$ cat config.mk
export PLATFORM = sky130hd
export DESIGN_NAME = sacl_ctrl
export DESIGN_NICKNAME = d
export VERILOG_FILES = /design/src/design/sacl_pkg.sv /design/src/design/sacl_ctrl.sv
export SDC_FILE = /design/constraint.sdc
export NUM_CORES = 1
export LEC_CHECK = 0
export BUFFER_PORTS_ARGS = -buffer_cell sky130_fd_sc_hd__buf_2
export CORE_AREA = 2 2 39 41
export DETAILED_ROUTE_END_ITERATION = 8
export DIE_AREA = 0 0 41 43
export GPL_TIMING_DRIVEN = 0
export PLACE_DENSITY_LB_ADDON = 0.15
export SLEW_MARGIN = 15
export SYNTH_ARGS = -nofsm -noshare
export SYNTH_HDL_FRONTEND = slang
export SYNTH_SLANG_ARGS = --single-unit
export TNS_END_PERCENT = 10
$ cat constraint.sdc
create_clock -name clk_i -period 1.45 [get_ports clk_i]
set_input_delay 0.29 -clock clk_i [delete_from_list [all_inputs] [get_ports clk_i]]
set_output_delay 0.29 -clock clk_i [all_outputs]
set_load 0.03 [all_outputs]
$ cat src/design/sacl_pkg.sv
// ----------------------------------------------------------------------------
// sacl_pkg
// Shared commands, register indexes and controller/datapath interface types
// of the set-associative cache tag directory.
// ----------------------------------------------------------------------------
package sacl_pkg;

  localparam logic [1:0] CMD_PROBE  = 2'd0;
  localparam logic [1:0] CMD_ACCESS = 2'd1;
  localparam logic [1:0] CMD_CLEAR  = 2'd2;

  localparam int CFG_IDX_W = 1;
  localparam int CFG_DATA_W = 5;
  localparam int PROF_SEL_W = 5;

  localparam logic [CFG_IDX_W-1:0] CFG_PROF_EN  = 1'd0;
  localparam logic [CFG_IDX_W-1:0] CFG_PROF_SEL = 1'd1;

  typedef struct packed {
    logic cap;
    logic mod_step;
    logic rd;
    logic cmp;
    logic vic_init;
    logic vic_step;
    logic row_wr;
    logic fin;
    logic clr_wr;
  } ctrl_cmd_t;

  typedef struct packed {
    logic set_ready;
    logic clr_last;
    logic is_lookup;
    logic is_access;
    logic hit;
    logic vic_last;
    logic out_busy;
  } dp_stat_t;

endpackage

$ cat src/design/sacl_ctrl.sv
// ----------------------------------------------------------------------------
// sacl_ctrl
// Controller of the tag directory: clearing sweep after reset, set index,
// directory read, hit check, victim scan, row write-back and result hand-off.
// ----------------------------------------------------------------------------
module sacl_ctrl (
  input  logic                clk_i,
  input  logic                rst_ni,
  input  logic                in_valid_i,
  output logic                in_stall_o,
  input  sacl_pkg::dp_stat_t  stat_i,
  output sacl_pkg::ctrl_cmd_t cmd_o
);

  localparam logic [2:0] S_CLR  = 3'd0;
  localparam logic [2:0] S_IDLE = 3'd1;
  localparam logic [2:0] S_MOD  = 3'd2;
  localparam logic [2:0] S_CMP  = 3'd3;
  localparam logic [2:0] S_VIC  = 3'd4;
  localparam logic [2:0] S_WR   = 3'd5;
  localparam logic [2:0] S_FIN  = 3'd6;

  logic [2:0] state_q, state_d;

  always_ff @(posedge clk_i or negedge rst_ni) begin
    if (!rst_ni) begin
      state_q <= S_CLR;
    end else begin
      state_q <= state_d;
    end
  end

  assign in_stall_o = (state_q != S_IDLE);

  always_comb begin
    state_d = state_q;
    cmd_o   = '0;
    unique case (state_q)
      S_CLR: begin
        cmd_o.clr_wr = 1'b1;
        if (stat_i.clr_last) begin
          state_d = S_IDLE;
        end
      end
      S_IDLE: begin
        if (in_valid_i) begin
          cmd_o.cap = 1'b1;
          state_d   = S_MOD;
        end
      end
      S_MOD: begin
        if (stat_i.set_ready) begin
          cmd_o.rd = 1'b1;
          state_d  = S_CMP;
        end else begin
          cmd_o.mod_step = 1'b1;
        end
      end
      S_CMP: begin
        if (!stat_i.is_lookup) begin
          state_d = S_FIN;
        end else begin
          cmd_o.cmp = 1'b1;
          if (!stat_i.is_access) begin
            state_d = S_FIN;
          end else if (stat_i.hit) begin
            state_d = S_WR;
          end else begin
            cmd_o.vic_init = 1'b1;
            state_d        = S_VIC;
          end
        end
      end
      S_VIC: begin
        cmd_o.vic_step = 1'b1;
        if (stat_i.vic_last) begin
          state_d = S_WR;
        end
      end
      S_WR: begin
        cmd_o.row_wr = 1'b1;
        state_d      = S_FIN;
      end
      S_FIN: begin
        if (!stat_i.out_busy) begin
          cmd_o.fin = 1'b1;
          state_d   = S_IDLE;
        end
      end
      default: begin
        state_d = S_IDLE;
      end
    endcase
  end

endmodule

# == Word level (Yosys, flattened, before mapping) ==
# Cells that the tools add are included.
# op_classes
magnitude_cmp,0
multipliers,0
add_sub_neg,0
n_mux,23
n_bitwise,0
shift,0
n_div,0
n_reduce_logical,2
eq_ne,12
# ops
operator,n
3-bit 2-to-1 mux,7
3-bit case mux with 7 select lines,1
1-bit 2-to-1 mux,12
2-bit inequality test (second input constant),5
3-bit equality test (second input constant),3
3-bit by 2-bit equality test with 1-bit output (second input constant),2
2-bit 2-to-1 mux,3
5-bit AND reduction,1
3-bit by 1-bit equality test with 1-bit output (second input constant),1
3-bit logical NOT,1
3-bit by 1-bit inequality test with 1-bit output (second input constant),1
# totals
rom_bits,0
output_inout_bits,10
n_memories,0
mem_bits_rw,0
in_bits,10
latchBits,0
word_cells,38
ff_bits,3

# == Logic depth before layout (Yosys ltp) ==
# logic_depth
word_depth,4
depth_mapped,4
ltp_nobuf,3

# == Least setup slack after synthesis ==
# Ideal clock, no wire load.
# synth_path
kind,register to output
startpoint,reg state_q[2]
endpoint,out cmd_o[4] (netlist bit)
t_arrival_ns,1.444
stages_incl_launch_ff,5
path_buffers,1
slack_ns,-0.284
required_time_ns,1.160
cell_sequence,dfrtp_1 > buf_6 > and2b_2 > nand2_1 > nor3_1
# synth_rtl
item,line_no,source
start: declaration,sacl_ctrl.sv:23,"logic [2:0] state_q, state_d;"
start signal: assignment,sacl_ctrl.sv:29,state_q <= state_d;
end: declaration,sacl_ctrl.sv:12,output sacl_pkg::ctrl_cmd_t cmd_o

==> flow_metrics.env <==
export IMPL_synth_edf_count=0
export IMPL_synth_yosys_warnings=0
export IMPL_slew_headroom_pct=81.7
export IMPL_hp_class="in2reg"
export IMPL_synth_fp_nets=44
export IMPL_ios=20
export IMPL_largest_register_ffs=3
export IMPL_grt_met2_usage_pct=16.6
export IMPL_cp_arrival_ns=1.32
export IMPL_critPathKind="reg2out"
export IMPL_postLayoutCoreUtil_pct=37.3
export IMPL_syn_area_um2=287
export IMPL_fin_tns_setup_ns=-0.911
export IMPL_vias=358
export IMPL_final_cell_area_um2=517
export IMPL_drt_iter0_drc=5
export IMPL_outcome="finished, violations left"
export IMPL_synth_seq_cells=3
export IMPL_synth_main_ff_cell="dfrtp_1"
export IMPL_regMostFlops="state_q"
export IMPL_place_area_um2=414
export IMPL_grt_pass1_wl_um=1300
export IMPL_max_slew_worst_pin_slew_ns=0.272
export IMPL_grt_max_degree=11
export IMPL_clk_pin_slew_ns=0.04
export IMPL_layout_drive_gt1_share_pct=61.3
export IMPL_dpl_hpwl_um=623
export IMPL_grt_usage_pct=11.7
export IMPL_clk_latency_ns=0.24
export IMPL_rows=14
export IMPL_rsz0062_at_grt="true"
export IMPL_timing_hold_ws_ns=0.254
export IMPL_synth_area_leaders="dfrtp_1 (26%), nor3_1 (8.7%), nand2b_1 (6.6%), o32ai_2 (5.7%), mux2_4 (5.2%)"
export IMPL_initial_core_util_pct=20.7
export IMPL_yosysMostFrequentCell="nor3_1"
export IMPL_port_buffers=19
export IMPL_layout_nets=73
export IMPL_core_um2=1380
export IMPL_period_minus_slack_ns=1.61
export IMPL_place_ws_ns=-0.00815
export IMPL_grt_busiest_layer="met2"
export IMPL_layout_cells_non_filler=78
export IMPL_syn_to_final_growth_pct=80.3
export IMPL_p_leak_nw=0.247
export IMPL_finalPower_mw=1.14
export IMPL_synth_top_area_share_pct=26.2
export IMPL_synth_common_cells="nor3_1 (5), dfrtp_1 (3), inv_1 (3), nand2b_1 (3)"
export IMPL_finalSetupViolCount=10
export IMPL_hold_violations=0
export IMPL_reg_top3="state_q (3)"
export IMPL_power_density_nw_per_um2=2200
export IMPL_synthArstFlopShare_pct=100
export IMPL_postRouteWirelength_um=895
export IMPL_grt_util_met1_pct=12.9
export IMPL_cts_root_buf="clkbuf_4"
export IMPL_max_freq_ghz=0.621
export IMPL_grt_pass1_vias=336
export IMPL_timing_final_ws_setup_ns=-0.159
export IMPL_antenna_found_initial=0
export IMPL_gp_congestion=0.741
export IMPL_ys_seq_area_share_pct=26.2
export IMPL_viasPerCell=4.59
export IMPL_die_h_um=43
export IMPL_synthDistinctLibCells=22
export IMPL_route_detailed_drc=0
export IMPL_violations="negative setup slack"
export IMPL_yosysTopAreaCell="dfrtp_1"
export IMPL_cts_htree_levels=1
export IMPL_diodes=0
export IMPL_end_kind="output port"
export IMPL_dieArea_um2=1760
export IMPL_cts_sinks=3
export IMPL_avgRoutedWirePerCell_um=11.5
export IMPL_die_w_um=41
export IMPL_drv_slew=0
export IMPL_fin_skew_ns=0.00457
export IMPL_cts_tree="yes"
export IMPL_cts_made_buffers=3
export IMPL_overflow=0
export IMPL_fin_crit_sh_pct=111
export IMPL_use_met3_pct=4.71
export IMPL_avgSynthCellArea_um2=8.43
export IMPL_cp_required_ns=1.16
export IMPL_max_cap_viol_count=0
export IMPL_syn_inst=34
export IMPL_peakVddDrop_mv=0.610
export IMPL_cts_buffer_depth=2
export IMPL_critPathLaunchType="flip-flop"
export IMPL_place_inst=69
export IMPL_r2r_setup_slack_ns=0.04
export IMPL_drt_pass1_iterations=4
export IMPL_ant_nets=0
export IMPL_fill_cells=164
export IMPL_cp_max_fo=4
cells in the final DEF (no fill, tap or decap), types with 2 or more instances in the layout:
cell type / n
nor3b_2: 2
buf_4: 11
clkbuf_4: 4
buf_6: 3
dfrtp_1: 2
nor3_1: 4
nand2b_1: 3
buf_2: 10
inv_1: 3
logic make-up after synthesis:
group / after synthesis / share of synthesized area [%]
DFF: 3 / 26.2
buffers and inverters: 5 / 9.60
and+or+nand+nor: 18 / 36.7
AOI/OAI and AO/OA: 7 / 22.3
muxes: 1 / 5.24
final timing paths:
kind                                    to  cells past startpoint  startpoint
worst min-delay path            state_q[0]                      2  in_valid_i
max in group asynchronous       state_q[0]                      2      rst_ni
min in group asynchronous       state_q[1]                      2      rst_ni
worst max-delay path              cmd_o[4]                      5  state_q[2]
worst max register to register  state_q[0]                      6  state_q[2]
worst min register to register  state_q[1]                      2  state_q[0]
area by class of cell:
class                   instances  area [um^2]  area share [%]
repair buffers                 24          168            32.4
clock buffers                   4         26.3            5.08
inverters                       3         11.3            2.18
flip-flops and latches          3         76.3            14.8
multi-input cells              26          199            38.5
well taps                      16         20.0            3.87
plain buffers                   2         16.3            3.15
power breakdown:
part	total (mW)	internal [mW]	switching (mW)
registers	0.166	0.131	0.0345
clock network	0.155	0.104	0.0515
logic	0.818	0.364	0.454
total	1.14	0.599	0.540
critical path, cell delays in order (launching register included):
cell and delay, ns:
dfrtp_1 0.36, buf_6 0.12, and2b_2 0.23, nand2_2 0.07, nor3_2 0.12, buf_4 0.18
repair_timing:
item / in CTS / in global routing
setup buffers: 4 / 0
endpoints found under the setup margin: 10 / 11
hold endpoints to repair: 3 / 0
pin swaps: 1 / 1
gates resized for setup: 11 / 4
hold buffers: 1 / 0
layer usage:
| metal | part of all wire (%) | wire length (um) |
|---|---|---|
| met3 | 6.4 | 57 |
| met5 | 0 | 0 |
| met1 | 42 | 380 |
| met4 | 2.7 | 24 |
| met2 | 48 | 432 |
(Power assumes the default switching activity.)
